[src/ntc_pkg.sv]
package ntc_pkg;

	localparam int TABLE_ENTRIES     = 141;
	localparam int ZERO_DEGREE_INDEX = 40;

	localparam int ADC_W    = 12;
	localparam int TEMP_W   = 11;
	localparam int FAULT_W  = 2;
	localparam int MARGIN_W = 8;
	localparam int IDX_W    = 8;
	localparam int NUM_W    = 16;
	localparam int QUO_W    = 4;

	localparam logic [MARGIN_W-1:0] MARGIN_RESET = 8'd35;

	localparam logic [FAULT_W-1:0] FAULT_NONE  = 2'd0;
	localparam logic [FAULT_W-1:0] FAULT_OPEN  = 2'd1;
	localparam logic [FAULT_W-1:0] FAULT_SHORT = 2'd2;

	localparam logic signed [TEMP_W-1:0] TEMP_COLD = TEMP_W'(-ZERO_DEGREE_INDEX * 10);
	localparam logic signed [TEMP_W-1:0] TEMP_HOT  =
		TEMP_W'((TABLE_ENTRIES - 1 - ZERO_DEGREE_INDEX) * 10);

	typedef logic [ADC_W-1:0] adc_t;

	typedef struct packed {
		logic             start;
		logic [NUM_W-1:0] num;
		logic [ADC_W-1:0] den;
	} div_req_t;

	localparam adc_t NTC_TABLE [0:TABLE_ENTRIES-1] = '{
		12'd3894, 12'd3883, 12'd3872, 12'd3860, 12'd3848,
		12'd3835, 12'd3822, 12'd3808, 12'd3794, 12'd3779,
		12'd3764, 12'd3748, 12'd3731, 12'd3714, 12'd3696,
		12'd3677, 12'd3658, 12'd3638, 12'd3618, 12'd3597,
		12'd3575, 12'd3553, 12'd3529, 12'd3506, 12'd3481,
		12'd3456, 12'd3430, 12'd3403, 12'd3376, 12'd3348,
		12'd3320, 12'd3291, 12'd3261, 12'd3230, 12'd3199,
		12'd3167, 12'd3135, 12'd3102, 12'd3069, 12'd3035,
		12'd3000, 12'd2966, 12'd2930, 12'd2894, 12'd2858,
		12'd2821, 12'd2784, 12'd2747, 12'd2709, 12'd2671,
		12'd2632, 12'd2594, 12'd2555, 12'd2516, 12'd2477,
		12'd2438, 12'd2399, 12'd2360, 12'd2320, 12'd2281,
		12'd2242, 12'd2203, 12'd2164, 12'd2125, 12'd2086,
		12'd2048, 12'd2009, 12'd1971, 12'd1933, 12'd1896,
		12'd1858, 12'd1821, 12'd1785, 12'd1749, 12'd1713,
		12'd1677, 12'd1642, 12'd1608, 12'd1574, 12'd1540,
		12'd1507, 12'd1474, 12'd1442, 12'd1410, 12'd1379,
		12'd1348, 12'd1318, 12'd1288, 12'd1259, 12'd1230,
		12'd1202, 12'd1175, 12'd1147, 12'd1121, 12'd1095,
		12'd1069, 12'd1044, 12'd1020, 12'd996,  12'd972,
		12'd949,  12'd927,  12'd905,  12'd883,  12'd862,
		12'd842,  12'd822,  12'd802,  12'd783,  12'd764,
		12'd746,  12'd728,  12'd711,  12'd694,  12'd677,
		12'd661,  12'd645,  12'd629,  12'd614,  12'd599,
		12'd585,  12'd571,  12'd557,  12'd544,  12'd531,
		12'd519,  12'd506,  12'd494,  12'd483,  12'd471,
		12'd460,  12'd449,  12'd438,  12'd428,  12'd418,
		12'd408,  12'd399,  12'd389,  12'd380,  12'd371,
		12'd363
	};

	// Entries past the end read as zero.
	function automatic adc_t table_entry(input logic [IDX_W-1:0] idx);
		adc_t ent;
		ent = '0;
		if ({1'b0, idx} < (IDX_W+1)'(TABLE_ENTRIES)) begin
			ent = NTC_TABLE[idx];
		end
		return ent;
	endfunction

endpackage

[src/ntc_div.sv]
module ntc_div (
	input  logic                      clk,
	input  logic                      arst_n,
	input  ntc_pkg::div_req_t         req,
	output logic [ntc_pkg::QUO_W-1:0] quo,
	output logic                      done
);

	logic                      busy_q;
	logic                      done_q;
	logic [1:0]                step_q;
	logic [ntc_pkg::NUM_W-1:0] rem_q;
	logic [ntc_pkg::ADC_W-1:0] den_q;
	logic [ntc_pkg::QUO_W-1:0] quo_q;

	logic [ntc_pkg::NUM_W:0] trial;
	logic                    fits;

	// Restoring divide, one quotient bit per cycle, high bit first.
	assign trial = (ntc_pkg::NUM_W+1)'(den_q) << step_q;
	assign fits  = {1'b0, rem_q} >= trial;

	always_ff @(posedge clk or negedge arst_n) begin
		if (!arst_n) begin
			busy_q <= 1'b0;
			done_q <= 1'b0;
			step_q <= '0;
		end else begin
			done_q <= 1'b0;
			if (req.start) begin
				busy_q <= 1'b1;
				step_q <= 2'd3;
			end else if (busy_q) begin
				if (step_q == 2'd0) begin
					busy_q <= 1'b0;
					done_q <= 1'b1;
				end else begin
					step_q <= step_q - 2'd1;
				end
			end
		end
	end

	always_ff @(posedge clk) begin
		if (req.start) begin
			rem_q <= req.num;
			den_q <= req.den;
			quo_q <= '0;
		end else if (busy_q && fits) begin
			rem_q         <= rem_q - trial[ntc_pkg::NUM_W-1:0];
			quo_q[step_q] <= 1'b1;
		end
	end

	assign quo  = quo_q;
	assign done = done_q;

endmodule

[src/ntc_adc_to_temperature_top.sv]
// NTC reading to temperature in tenths of a degree, one item at a time.
// Faults, table ends and exact hits finish after the table search; other readings
// are interpolated, which adds the divider (8-step table search, 4-step divider).
// The input stalls while an item is in work, so a new item is taken only once the last is done.
// Reset clears the sequencer and output valid; the fault margin resets to 35.
module ntc_adc_to_temperature_top (
	input  logic                                clk,
	input  logic                                arst_n,
	input  logic                                cfg_we,
	input  logic [ntc_pkg::MARGIN_W-1:0]        cfg_wdata,
	input  logic                                in_valid,
	output logic                                in_stall,
	input  logic [ntc_pkg::ADC_W-1:0]           adc_value,
	output logic                                out_valid,
	input  logic                                out_stall,
	output logic signed [ntc_pkg::TEMP_W-1:0]   temp_tenths,
	output logic [ntc_pkg::FAULT_W-1:0]         fault
);

	typedef enum logic [2:0] {
		ST_IDLE,
		ST_SEARCH,
		ST_CHECK,
		ST_DIVIDE,
		ST_DONE
	} state_t;

	localparam int IW = ntc_pkg::IDX_W;
	localparam int TW = ntc_pkg::TEMP_W;

	state_t                          state_q;
	logic [ntc_pkg::MARGIN_W-1:0]    margin_q;
	ntc_pkg::adc_t                   adc_q;
	logic [ntc_pkg::FAULT_W-1:0]     fault_q;
	logic [IW-1:0]                   idx_q;
	logic [2:0]                      bit_q;
	logic                            upper_q;
	logic signed [TW-1:0]            temp_q;
	logic                            out_valid_q;
	logic signed [TW-1:0]            temp_out_q;
	logic [ntc_pkg::FAULT_W-1:0]     fault_out_q;

	logic                            accept;
	logic                            is_open;
	logic                            is_short;
	logic [IW-1:0]                   cand;
	logic                            cand_ok;
	ntc_pkg::adc_t                   ent_hi;
	ntc_pkg::adc_t                   ent_lo;
	logic                            upper;
	ntc_pkg::adc_t                   gap;
	logic signed [IW:0]              shifted;
	logic signed [IW:0]              shifted_adj;
	logic signed [TW:0]              shifted_x;
	logic signed [TW-1:0]            base;
	ntc_pkg::div_req_t               div_req;
	logic [ntc_pkg::QUO_W-1:0]       div_quo;
	logic                            div_done;
	logic signed [TW-1:0]            quo_ext;
	logic                            out_free;

	assign accept   = in_valid && !in_stall;
	assign in_stall = (state_q != ST_IDLE);
	assign out_free = !out_valid_q || !out_stall;

	// Fault limits; the short test adds the margin to avoid a negative limit.
	assign is_open  = {1'b0, adc_value} >
		(13'(ntc_pkg::table_entry(IW'(0))) + 13'(margin_q));
	assign is_short = ({1'b0, adc_value} + 13'(margin_q)) <
		13'(ntc_pkg::table_entry(IW'(ntc_pkg::TABLE_ENTRIES - 1)));

	// Search: idx ends as the count of entries above the reading.
	assign cand    = idx_q | (IW'(1) << bit_q);
	assign cand_ok = ({1'b0, cand} <= (IW+1)'(ntc_pkg::TABLE_ENTRIES)) &&
		(ntc_pkg::table_entry(cand - IW'(1)) > adc_q);

	assign ent_hi = ntc_pkg::table_entry(idx_q - IW'(1));
	assign ent_lo = ntc_pkg::table_entry(idx_q);
	assign upper  = {1'b0, idx_q} >= (IW+1)'(ntc_pkg::ZERO_DEGREE_INDEX + 1);
	assign gap    = upper ? (ent_hi - adc_q) : (adc_q - ent_lo);

	assign shifted     = $signed({1'b0, idx_q}) - $signed((IW+1)'(ntc_pkg::ZERO_DEGREE_INDEX));
	assign shifted_adj = upper ? (shifted - (IW+1)'(1)) : shifted;
	assign shifted_x   = (TW+1)'(shifted_adj);
	assign base        = TW'((shifted_x <<< 3) + (shifted_x <<< 1));

	always_comb begin
		div_req.start = (state_q == ST_CHECK) && (fault_q == ntc_pkg::FAULT_NONE) &&
			(idx_q != '0) && ({1'b0, idx_q} < (IW+1)'(ntc_pkg::TABLE_ENTRIES)) &&
			(adc_q != ent_lo);
		div_req.num   = ntc_pkg::NUM_W'({gap, 3'b000}) + ntc_pkg::NUM_W'({gap, 1'b0});
		div_req.den   = ent_hi - ent_lo;
	end

	ntc_div u_div (
		.clk    (clk),
		.arst_n (arst_n),
		.req    (div_req),
		.quo    (div_quo),
		.done   (div_done)
	);

	assign quo_ext = TW'(div_quo);

	always_ff @(posedge clk or negedge arst_n) begin
		if (!arst_n) begin
			state_q     <= ST_IDLE;
			margin_q    <= ntc_pkg::MARGIN_RESET;
			adc_q       <= '0;
			fault_q     <= ntc_pkg::FAULT_NONE;
			idx_q       <= '0;
			bit_q       <= '0;
			upper_q     <= 1'b0;
			temp_q      <= '0;
			out_valid_q <= 1'b0;
			temp_out_q  <= '0;
			fault_out_q <= ntc_pkg::FAULT_NONE;
		end else begin
			if (cfg_we) begin
				margin_q <= cfg_wdata;
			end
			if ((state_q == ST_DONE) && out_free) begin
				out_valid_q <= 1'b1;
			end else if (out_valid_q && !out_stall) begin
				out_valid_q <= 1'b0;
			end
			unique case (state_q)
				ST_IDLE: begin
					if (accept) begin
						adc_q   <= adc_value;
						idx_q   <= '0;
						bit_q   <= 3'(IW - 1);
						fault_q <= is_open  ? ntc_pkg::FAULT_OPEN  :
						           is_short ? ntc_pkg::FAULT_SHORT : ntc_pkg::FAULT_NONE;
						state_q <= ST_SEARCH;
					end
				end
				ST_SEARCH: begin
					if (cand_ok) begin
						idx_q <= cand;
					end
					if (bit_q == 3'd0) begin
						state_q <= ST_CHECK;
					end else begin
						bit_q <= bit_q - 3'd1;
					end
				end
				ST_CHECK: begin
					upper_q <= upper;
					state_q <= div_req.start ? ST_DIVIDE : ST_DONE;
					if (fault_q != ntc_pkg::FAULT_NONE) begin
						temp_q <= '0;
					end else if (idx_q == '0) begin
						temp_q <= ntc_pkg::TEMP_COLD;
					end else if ({1'b0, idx_q} >= (IW+1)'(ntc_pkg::TABLE_ENTRIES)) begin
						temp_q <= ntc_pkg::TEMP_HOT;
					end else if (upper && (adc_q == ent_lo)) begin
						// exact hit above zero: whole degrees of the entry itself
						temp_q <= base + $signed(TW'(10));
					end else begin
						temp_q <= base;
					end
				end
				ST_DIVIDE: begin
					if (div_done) begin
						temp_q  <= upper_q ? (temp_q + quo_ext) : (temp_q - quo_ext);
						state_q <= ST_DONE;
					end
				end
				ST_DONE: begin
					// Hold until the output register is free.
					if (out_free) begin
						temp_out_q  <= temp_q;
						fault_out_q <= fault_q;
						state_q     <= ST_IDLE;
					end
				end
				default: begin
					state_q <= ST_IDLE;
				end
			endcase
		end
	end

	assign out_valid   = out_valid_q;
	assign temp_tenths = temp_out_q;
	assign fault       = fault_out_q;

endmodule
[config.mk]
export PLATFORM = sky130hd
export DESIGN_NAME = ntc_adc_to_temperature_top
export DESIGN_NICKNAME = d
export VERILOG_FILES = /design/src/ntc_pkg.sv /design/src/ntc_div.sv /design/src/ntc_adc_to_temperature_top.sv
export SDC_FILE = /design/constraint.sdc
export NUM_CORES = 1
export LEC_CHECK = 0
export ABC_CLOCK_PERIOD_IN_PS = 12300
export BUFFER_PORTS_ARGS = -buffer_cell sky130_fd_sc_hd__buf_2
export CAP_MARGIN = 0
export CELL_PAD_IN_SITES_DETAIL_PLACEMENT = 1
export CELL_PAD_IN_SITES_GLOBAL_PLACEMENT = 1
export CORE_UTILIZATION = 30
export CTS_BUF_LIST = sky130_fd_sc_hd__clkbuf_8
export DETAILED_ROUTE_END_ITERATION = 10
export PLACE_DENSITY_LB_ADDON = 0.1
export REMOVE_ABC_BUFFERS = 1
export SYNTH_ARGS = -nofsm -noshare
export SYNTH_HDL_FRONTEND = slang
export SYNTH_SLANG_ARGS = --single-unit
[constraint.sdc]
create_clock -name clk -period 12.3 [get_ports clk]
set_input_delay 1.23 -clock clk [delete_from_list [all_inputs] [get_ports clk]]
set_output_delay 1.23 -clock clk [all_outputs]
set_load 0.02 [all_outputs]
==> impl_metrics.toml, run 1 <==
[status]
outcome = "complete, no violations"

[pwr]
ir_drop_mv = 0.0598
p_per_area_nw_per_um2 = 40.1
power.leakage_nw = 6.85

[finish]
drive_gt1_share_pct = 8.80
layout-area-overhead-vs-synth_pct = 7.15
fill_cells = 6405
final_cell_area_um2 = 16800
stdcell_count = 2795
nets = 2312

[worst_setup_path]
crit_fanout = 61
worstSetupEndpoint = "u_div.rem_q[14]"
rrSetupSlack_ps = 3420
critical_path_class = "reg -> reg"
critPathRequiredTime_ps = 12470
r2r-start = "idx_q[1]"
cp-startpoint = "idx_q[1]"
reg2reg_depth = 29
r2r_end = "u_div.rem_q[14]"
slowest_delay_ps = 760
critPathSlowestCell = "clkinv_1"
cp_data_arrival_time_ps = 9050
end_kind = "flip-flop"
cp-start-kind = "flip-flop"
cpMostUsedCell = "a21oi_1"

[timing]
setup_viol = 0
finalSetupTns_ps = 0
rsz0062_at_grt = "no"
finalClockSkew_ps = 25.5
finalHoldViolations = 0
maxSlewViolCount = 0
worst_slew_pin_slew_ps = 1110
maxSlewHeadroom_pct = 25.5
final.period_utilization_pct = 72.2
final.min_clock_period_ps = 8880
fmax_mhz = 113

[detailed_routing]
drc = 0
drt-total-wl_um = 66000
via_count = 16622
vias_per_cell = 5.95
drtIter0Drc = 1106
ant_nets = 0
first_pass_iters = 5
drt-wirelength-per-cell_um = 23.6

[yosys]
yosysSeqAreaShare_pct = 16.5
ys_warn_count = 0
synth_seq_cells = 98
synth-main-ff-cell = "dfrtp_1"
synth-compound-area-share_pct = 31.8
ys_async_sr_fraction_pct = 67.3
syn_avg_cell_area_um2 = 7.22
synth_edf_count = 28
yosys.area_share.simple_pct = 20.4
synthAdderAreaFrac_pct = 14.6
synthCells = 2166
synth_top_family_by_area = "compound AO/OA/AOI/OAI gates"
synth_xor_xnor_area_share_pct = 5.96
synth.area.mux_share_pct = 4.54
syn-cell-area_um2 = 15600
yosysUniqueCellTypes = 87

[floorplan]
die_area_um2 = 53000
die_h_um = 230
coreArea_um2 = 51400
initial_core_util_pct = 30.4
rows = 83
ios = 40
die_w_um = 230

[place]
dp.cells = 2778
numPortBuffers = 39
dpl.hpwl_um = 49100
gp_congestion = 0.877
placed_area_um2 = 16500

[global_routing]
grt_max_degree = 67
grt_pass1_wl_um = 103000
grtUsageTotal_pct = 24.8
grt-ovfl-total = 0
grt_pass1_vias = 16965
antenna_found_initial = 2

[cts]
cts-resized-gates = 0
post_cts_buffers = 0
numCtsBuffers = 9
cts_tree = "yes"
cts_sinks = 98
h-tree-depth = 3
ctsLongestPathBuffers = 2
clk_latency_ps = 430
root_buffer = "clkbuf_8"
ctsHoldBuffers = 0
clk_pin_slew_worst_paths_ps = 110

[worst_hold_path]
hold_path.class = "reg -> reg"

[job]
max-cap-violations = 0
==> layout by cell type (no fill, tap or decap), types with 14 or more instances in the layout <==
cell type	Yosys	routed
nand2_1	238	238
nor2_1	209	208
a21oi_1	202	202
o21ai_0	201	201
ha_1	170	169
inv_1	84	85
xnor2_1	71	67
nand3_1	64	64
dfrtp_1	63	60
nor3_1	53	53
o211ai_1	53	53
buf_4	2	53
a211oi_1	49	49
a31oi_1	44	44
buf_2	10	38
xor2_1	31	30
mux2_2	29	29
edfxtp_1	28	28
nor2b_1	26	26
a21o_1	26	26
o311ai_0	20	20
mux2i_1	18	18
and3_1	18	18
o22ai_1	17	17
nand2b_1	16	16
nand4_1	16	16
a311oi_1	15	15
o221ai_1	15	15
o31ai_1	14	14
a21boi_0	14	14
a221oi_1	14	14
==> registers in the layout, summed over array words and instances (netlist names) <==
name	cells
adc_q	12
u_div.done	1
out_valid	1
idx_q	8
temp_tenths	11
bit_q	3
u_div.quo	4
margin_q	8
fault_q	2
u_div.step_q	2
state_q	3
fault	2
u_div.busy_q	1
upper_q	1
u_div.rem_q	16
temp_q	11
u_div.den_q	12
==> per-layer routing <==
metal,vias up,global-route usage [%],wire [um]
li1,7904,-,-
met2,369,41.3,31100
met3,108,2.01,2230
met1,8239,33.1,30500
met4,2,9.19,2110
met5,-,0,13
==> final cells by class <==
type	instances	area, um2	area share [%]
multi-input cells	1816	12100	72.5
flip-flops and latches	98	2580	15.4
well taps	680	851	5.08
repair buffers	91	588	3.51
inverters	93	349	2.08
clock buffers	9	124	0.739
clock inverters	7	116	0.694
diodes	1	2.50	0.0149
==> through the flow <==
| stage | hold WS [ps] | setup slack [ps] | util, % | power (mW) |
|---|---|---|---|---|
| after global placement | 478 | 3990 | 32.1 | 0.410 |
| after CTS | 512 | 3610 | 32.6 | 0.683 |
| after global routing | 537 | 2940 | 32.6 | 0.699 |
| after floorplan | 475 | 2370 | - | 0.388 |
| after detailed placement | 489 | 3630 | 32.1 | 0.412 |
| final | 513 | 3420 | 32.6 | 0.672 |
==> power by group <==
part	total, mW	switching, mW	internal, mW
Combinational	0.0647	0.0363	0.0284
Clock	0.268	0.133	0.135
Sequential	0.340	0.00355	0.336
Total	0.672	0.172	0.500
==> worst min-delay path by stage <==
stage                               from             end  slack [ps]  cells past startpoint
final                     temp_tenths[0]  temp_tenths[0]         510                      2
after global routing      temp_tenths[0]  temp_tenths[0]         540                      2
after CTS                 temp_tenths[0]  temp_tenths[0]         510                      2
after detailed placement  temp_tenths[0]  temp_tenths[0]         490                      2
after global placement    temp_tenths[0]  temp_tenths[0]         480                      2
after floorplan             u_div.quo[3]    u_div.quo[3]         480                      2
==> kinds of logic after synthesis <==
kind of cell,Yosys count
xor+xnor,104
simple gates,699
fa+ha+maj,178
compound gates,779
mux,56
buf+inv,252
flops,98
==> cell usage after synthesis, drive strengths merged, types with 7 or more instances <==
| library cell | n | area [um2] |
|---|---|---|
| ha | 170 | 2130 |
| a311oi | 15 | 131 |
| o2111ai | 7 | 61.3 |
| or3 | 10 | 62.6 |
| and3 | 18 | 113 |
| o21ai | 205 | 1030 |
| fa | 8 | 160 |
| o211ai | 53 | 398 |
| inv | 89 | 334 |
| nor3 | 54 | 275 |
| o22ai | 17 | 106 |
| nor2 | 210 | 796 |
| o311ai | 22 | 193 |
| xnor2 | 72 | 638 |
| nand2 | 238 | 893 |
| mux4 | 9 | 203 |
| nor2b | 27 | 171 |
| o21bai | 10 | 75.1 |
| nand4 | 17 | 113 |
| xor2 | 31 | 272 |
| mux2 | 29 | 327 |
| a31oi | 44 | 275 |
| nand3 | 64 | 320 |
| o21a | 8 | 60.1 |
| a2111oi | 10 | 87.6 |
| clkbuf | 136 | 510 |
| o31ai | 15 | 126 |
| a21o | 26 | 195 |
| nor3b | 7 | 52.6 |
| o41ai | 7 | 61.3 |
| dfrtp | 63 | 1580 |
| nand2b | 16 | 100 |
| o221ai | 15 | 131 |
| buf | 23 | 106 |
| a21oi | 202 | 1010 |
| a21boi | 14 | 105 |
| mux2i | 18 | 180 |
| a221oi | 15 | 138 |
| or2 | 8 | 50.1 |
| edfxtp | 28 | 841 |
| a211oi | 49 | 368 |
==> critical path, delay by kind of cell, from the launching register on <==
family | cells | cell delay, ps
adder cells (fa/ha/maj) | 4 | 1940
AO/OA/AOI/OAI | 15 | 3130
multiplexers | 1 | 80
AND/OR/NAND/NOR | 4 | 1010
XOR/XNOR | 1 | 160
flip-flops | 1 | 390
buffers and inverters | 4 | 1890
(Power assumes the default switching activity.)
==> run 2, diff against run 1 <==
--- a/config.mk
+++ b/config.mk
@@ -5,7 +5,8 @@
 export SDC_FILE = /design/constraint.sdc
 export NUM_CORES = 1
 export LEC_CHECK = 0
-export ABC_CLOCK_PERIOD_IN_PS = 12300
+export ABC_AREA = 1
+export ABC_CLOCK_PERIOD_IN_PS = 8290
 export BUFFER_PORTS_ARGS = -buffer_cell sky130_fd_sc_hd__buf_2
 export CAP_MARGIN = 0
 export CELL_PAD_IN_SITES_DETAIL_PLACEMENT = 1
==> constraint.sdc (replaced) <==
create_clock -name clk -period 8.29 [get_ports clk]
set_input_delay 0.829 -clock clk [delete_from_list [all_inputs] [get_ports clk]]
set_output_delay 0.829 -clock clk [all_outputs]
set_load 0.02 [all_outputs]
==> run 2 against run 1 <==
  * Setup slack got worse by 2400 ps
  * Maximum frequency increased by 23%
  * Combinational power rose to 3.7 times the previous value
  * Non-clock buffer count down 22
  * Sequential share of layout area is 0.56 points higher
  * Area after synthesis is 3.6% lower
  * Cell area is 3.7% lower
  * Clock-buffer cell count is the same
  * Global-route usage rose by 0.91 points
  * Sequential power increased by 50%
  * Clock skew is 1.8 ps lower
  * Worst hold slack got worse by 16 ps
  * Critical path type unchanged
  * Highest routed layer is now met4
==> impl_metrics.toml, run 2 <==
[status]
outcome = "complete, no violations"

[detailed_routing]
drt-wirelength-per-cell_um = 21.5
drtIter0Drc = 1126
first_pass_iters = 5
drt-total-wl_um = 64900
vias_per_cell = 5.54
via_count = 16713
ant_nets = 0
drc = 0

[worst_setup_path]
slowest_delay_ps = 540
reg2reg_depth = 34
cp_data_arrival_time_ps = 7400
critical_path_class = "reg -> reg"
end_kind = "flip-flop"
rrSetupSlack_ps = 1050
cpMostUsedCell = "nor2_1"
critPathRequiredTime_ps = 8450
crit_fanout = 25
cp-start-kind = "flip-flop"
r2r-start = "idx_q[1]"
critPathSlowestCell = "inv_1"
r2r_end = "u_div.rem_q[13]"

[finish]
drive_gt1_share_pct = 6.55
nets = 2550
stdcell_count = 3016
layout-area-overhead-vs-synth_pct = 7.06
largest_reg_flops = 16
reg_top3 = "u_div.rem_q: 16 flops, adc_q: 12 flops, u_div.den_q: 12 flops"
most-common-layout-cells = "nand2_1, inv_1, o21ai_0"
largest-register = "u_div.rem_q"
diodes = 0
mostFrequentLayoutCell = "nand2_1"

[place]
dpl.hpwl_um = 51000
numPortBuffers = 39
dp.cells = 3000
gp_congestion = 0.962

[worst_hold_path]
hold_path.class = "reg -> reg"
hold_path_end = "temp_tenths[1]"
min_from = "temp_tenths[1]"
worstHoldPathCells = 2

[cts]
clk_latency_ps = 430
root_buffer = "clkbuf_8"
cts_tree = "yes"
post_cts_buffers = 0
cts-resized-gates = 0
clk_pin_slew_worst_paths_ps = 120
numCtsBuffers = 9
cts_sinks = 98
h-tree-depth = 3
ctsLongestPathBuffers = 2
ctsHoldBuffers = 0

[floorplan]
die_h_um = 226
die_area_um2 = 51200
rows = 81
ios = 40
coreArea_um2 = 49300
die_w_um = 226
initial_core_util_pct = 30.6

[yosys]
synthCells = 2360
syn-cell-area_um2 = 15100
yosysUniqueCellTypes = 69
synth_edf_count = 28
ys_top_cells_by_area = "ha_1, nand2_1, dfrtp_1"
synth-main-ff-cell = "dfrtp_1"
syn_avg_cell_area_um2 = 6.39
synthTopCellsByCount = "nand2_1, inv_1, o21ai_0"
yosysSeqAreaShare_pct = 17.1
yosysTopAreaCellShare_pct = 14.1
ys_warn_count = 0
synth.most_common_cell = "nand2_1"
synth_seq_cells = 98
synth_area_leader_cell = "ha_1"
ys_async_sr_fraction_pct = 67.3

[global_routing]
grt-ovfl-total = 0
antenna_found_initial = 0
grt_max_degree = 67
grt_pass1_wl_um = 101000
grtUsageTotal_pct = 25.7
grt_pass1_vias = 17090

[pwr]
p_per_area_nw_per_um2 = 69.3
ir_drop_mv = 0.0722
power.leakage_nw = 7.83

[timing]
worst_slew_pin_slew_ps = 1190
finalClockSkew_ps = 23.7
finalSetupTns_ps = 0
setup_viol = 0
final.min_clock_period_ps = 7240
final.period_utilization_pct = 87.3
finalHoldViolations = 0
maxSlewViolCount = 0
rsz0062_at_grt = "no"
fmax_mhz = 138
maxSlewHeadroom_pct = 20.2

[job]
max-cap-violations = 0
[run 2: cell families (layout without fill, tap and decap cells)]
kind of cell	count (synthesis)	after routing	synth area share [%]
buffers and inverters	358	350	9.30
XOR/XNOR	58	58	3.97
multiplexers	13	13	0.963
adder cells (fa/ha/maj)	178	178	15.2
AND/OR/NAND/NOR	1024	1024	28.8
flip-flops	98	98	17.1
AO/OA/AOI/OAI	631	631	24.8
[run 2: metal layers]
metal	routed length [um]	track usage (%)
met1	30000	33.9
met3	2610	3.19
met4	2440	10.5
met2	29900	42.1
met5	0	0
[run 2: area by class of cell]
type,count,area (um2)
fillers,6447,33100
multi-input cells,1904,11100
flip-flops and latches,98,2580
inverters,265,1000
well taps,664,831
repair buffers,69,423
clock buffers,9,124
clock inverters,7,87.6
[run 2: worst max-delay path by stage]
stage                        start         endpoint  slack (ps)  cells past startpoint
after floorplan           idx_q[2]  u_div.rem_q[13]         810                     35
after global routing      idx_q[1]  u_div.rem_q[13]         550                     35
after CTS                 idx_q[1]  u_div.rem_q[13]        1180                     34
after global placement    idx_q[1]  u_div.rem_q[13]        1420                     35
after detailed placement  idx_q[1]  u_div.rem_q[13]        1250                     34
final                     idx_q[1]  u_div.rem_q[13]        1050                     34
[run 2: report_power, final]
group	total (mW)	internal, mW	switching, mW
Combinational	0.240	0.0869	0.153
Sequential	0.510	0.503	0.00764
Clock	0.369	0.148	0.220
Total	1.12	0.738	0.381
[run 2: stage by stage]
stage | util (%) | worst slack (ps) | hold slack (ps) | total power [mW] | area (um2)
2_1_floorplan | - | 809 | 468 | 0.680 | 14700
3_3_place_gp | 32.3 | 1420 | 472 | 0.750 | 15900
3_5_place_dp | 32.3 | 1250 | 476 | 0.758 | 15900
4_1_cts | 32.8 | 1180 | 505 | 1.13 | 16100
5_1_grt | 32.8 | 546 | 536 | 1.18 | 16100
6_report | 32.8 | 1050 | 498 | 1.12 | 16100
[run 2: critical path: cells and delay by family, from the launching register on]
kind,cells,cell delay [ps]
AND/OR/NAND/NOR,9,1110
flip-flops,1,400
buffers and inverters,6,1410
adder cells (fa/ha/maj),5,1750
AO/OA/AOI/OAI,14,2250
==> run 3, diff against run 2 <==
--- a/config.mk
+++ b/config.mk
@@ -5,7 +5,6 @@
 export SDC_FILE = /design/constraint.sdc
 export NUM_CORES = 1
 export LEC_CHECK = 0
-export ABC_AREA = 1
 export ABC_CLOCK_PERIOD_IN_PS = 8290
 export BUFFER_PORTS_ARGS = -buffer_cell sky130_fd_sc_hd__buf_2
 export CAP_MARGIN = 0
==> run 3 against run 2 <==
  * Via count down 0.42%
  * Cell count down 6.8%
  * Clock skew down 0.54 ps
  * Clock power down 6.5%
  * Worst hold slack better by 15 ps
  * Maximum frequency down 3.8%
  * Combinational power down 59%
  * Register-to-register slack worse by 290 ps
  * Cell area up 4.5%
  * Clock-buffer cell count unchanged
  * Die area up 3.7%
  * Critical endpoint is now idx_q[5]
  * Largest cell class unchanged
==> impl_metrics.toml, run 3 (same netlist as run 1, synthesis figures left out) <==
[timing]
final.min_clock_period_ps = 7530
final.period_utilization_pct = 90.8
setup_viol = 0
setup_ws_ps = 762
rsz0062_at_grt = "no"
maxSlewViolCount = 0
finalHoldViolations = 0
maxSlewHeadroom_pct = 23.5
finalHoldWorstSlack_ps = 513
fmax_mhz = 133
finalClockSkew_ps = 23.1
worst_slew_pin_slew_ps = 1150
finalSetupTns_ps = 0

[cts]
h-tree-depth = 3
clk_pin_slew_worst_paths_ps = 120
ctsHoldBuffers = 0
cts-resized-gates = 0
root_buffer = "clkbuf_8"
ctsLongestPathBuffers = 2
cts_tree = "yes"
clk_latency_ps = 400
numCtsBuffers = 9
post_cts_buffers = 0
cts_sinks = 98

[status]
outcome = "complete, no violations"

[worst_setup_path]
critPathRequiredTime_ps = 8520
end_kind = "flip-flop"
crit_fanout = 21
critical_path_class = "reg -> reg"
cp-start-kind = "flip-flop"
cp_data_arrival_time_ps = 7760

[detailed_routing]
first_pass_iters = 7
via_count = 16642
vias_per_cell = 5.92
drtIter0Drc = 1145
drt-total-wl_um = 67300
drc = 0
drt-wirelength-per-cell_um = 23.9
ant_nets = 0

[finish]
layout-area-overhead-vs-synth_pct = 7.87
mostFrequentLayoutCell = "nand2_1"
nets = 2330
diodes = 0
drive_gt1_share_pct = 9.52
fill_cells = 6426
largest_reg_flops = 16
most-common-layout-cells = "nand2_1, nor2_1, a21oi_1"
largest-register = "u_div.rem_q"
reg_top3 = "u_div.rem_q: 16 flops, adc_q: 12 flops, u_div.den_q: 12 flops"

[pwr]
p_per_area_nw_per_um2 = 56.1
ir_drop_mv = 0.0858
power.leakage_nw = 6.93
power_mw = 0.947

[global_routing]
grt_pass1_wl_um = 104000
antenna_found_initial = 0
grt-ovfl-total = 0
grt_max_degree = 74
grtUsageTotal_pct = 25.1
grt_pass1_vias = 16873

[place]
dpl.hpwl_um = 50600
numPortBuffers = 39
gp_congestion = 0.892
dp_slack_ps = 774

[floorplan]
die_area_um2 = 53000
die_h_um = 230
die_w_um = 230
initial_core_util_pct = 30.4
rows = 83
ios = 40
coreArea_um2 = 51400

[worst_hold_path]
hold_path.class = "reg -> reg"

[job]
max-cap-violations = 0
## run 3: power by group
part | switching (mW) | total, mW | leakage [nW] | internal [mW]
Sequential | 0.00556 | 0.504 | 1.00 | 0.499
Clock | 0.204 | 0.345 | 0.107 | 0.141
Combinational | 0.0551 | 0.0974 | 5.81 | 0.0423
## run 3: cell type report
class	instances	area, um2	area share, %
Multi-Input combinational cell	1816	12100	72.0
Sequential cell	98	2580	15.3
Tap cell	680	851	5.04
Timing Repair Buffer	109	748	4.44
Inverter	93	349	2.07
Clock buffer	9	124	0.734
Clock inverter	7	70.1	0.415
## run 3: metal layers
metal	GRT usage (%)	up-vias	share of wire [%]	wire [um]
met5	0	-	0	0
met4	6.33	0	2.2	1460
met3	2.02	85	3.6	2400
met2	42.5	368	48	32200
met1	34.1	8263	46	31300
li1	-	7926	-	-
## run 3: stage by stage
| stage | std cells | cell area (um2) | utilization, % |
|---|---|---|---|
| finish | 2812 | 16900 | 32.8 |
| global route | 2812 | 16900 | 32.8 |
| CTS | 2812 | 16900 | 32.8 |
| detailed placement | 2796 | 16700 | 32.4 |
| global placement | 2796 | 16700 | 32.4 |
| floorplan | 2007 | 15000 | - |
## run 3: worst paths after layout
kind	start	to	slack (ps)	depth (start not counted)
min in group asynchronous	arst_n	temp_q[6]	560	1
worst max-delay path	bit_q[0]	idx_q[5]	760	27
max in group asynchronous	arst_n	idx_q[2]	7050	1
worst min register to register	temp_tenths[0]	temp_tenths[0]	510	2
worst min-delay path	temp_tenths[0]	temp_tenths[0]	510	2
worst max register to register	bit_q[0]	idx_q[5]	760	27
## run 3: critical path, stage by stage (launching register included)
cell	delay, ps
dfrtp_1	430
inv_1	100
ha_1	300
nor2b_2	240
or2_2	460
inv_1	520
ha_1	570
inv_1	150
ha_1	810
inv_1	130
nor2_1	180
nor2_1	120
and3_1	210
o22ai_1	110
a21oi_1	130
mux2_2	340
o311ai_1	410
ha_1	330
nor2b_1	150
o21ai_0	180
nand2b_1	80
a21oi_1	150
nor3_1	70
a2111oi_0	670
o41ai_2	100
buf_4	210
nand3_1	90
a21oi_1	70
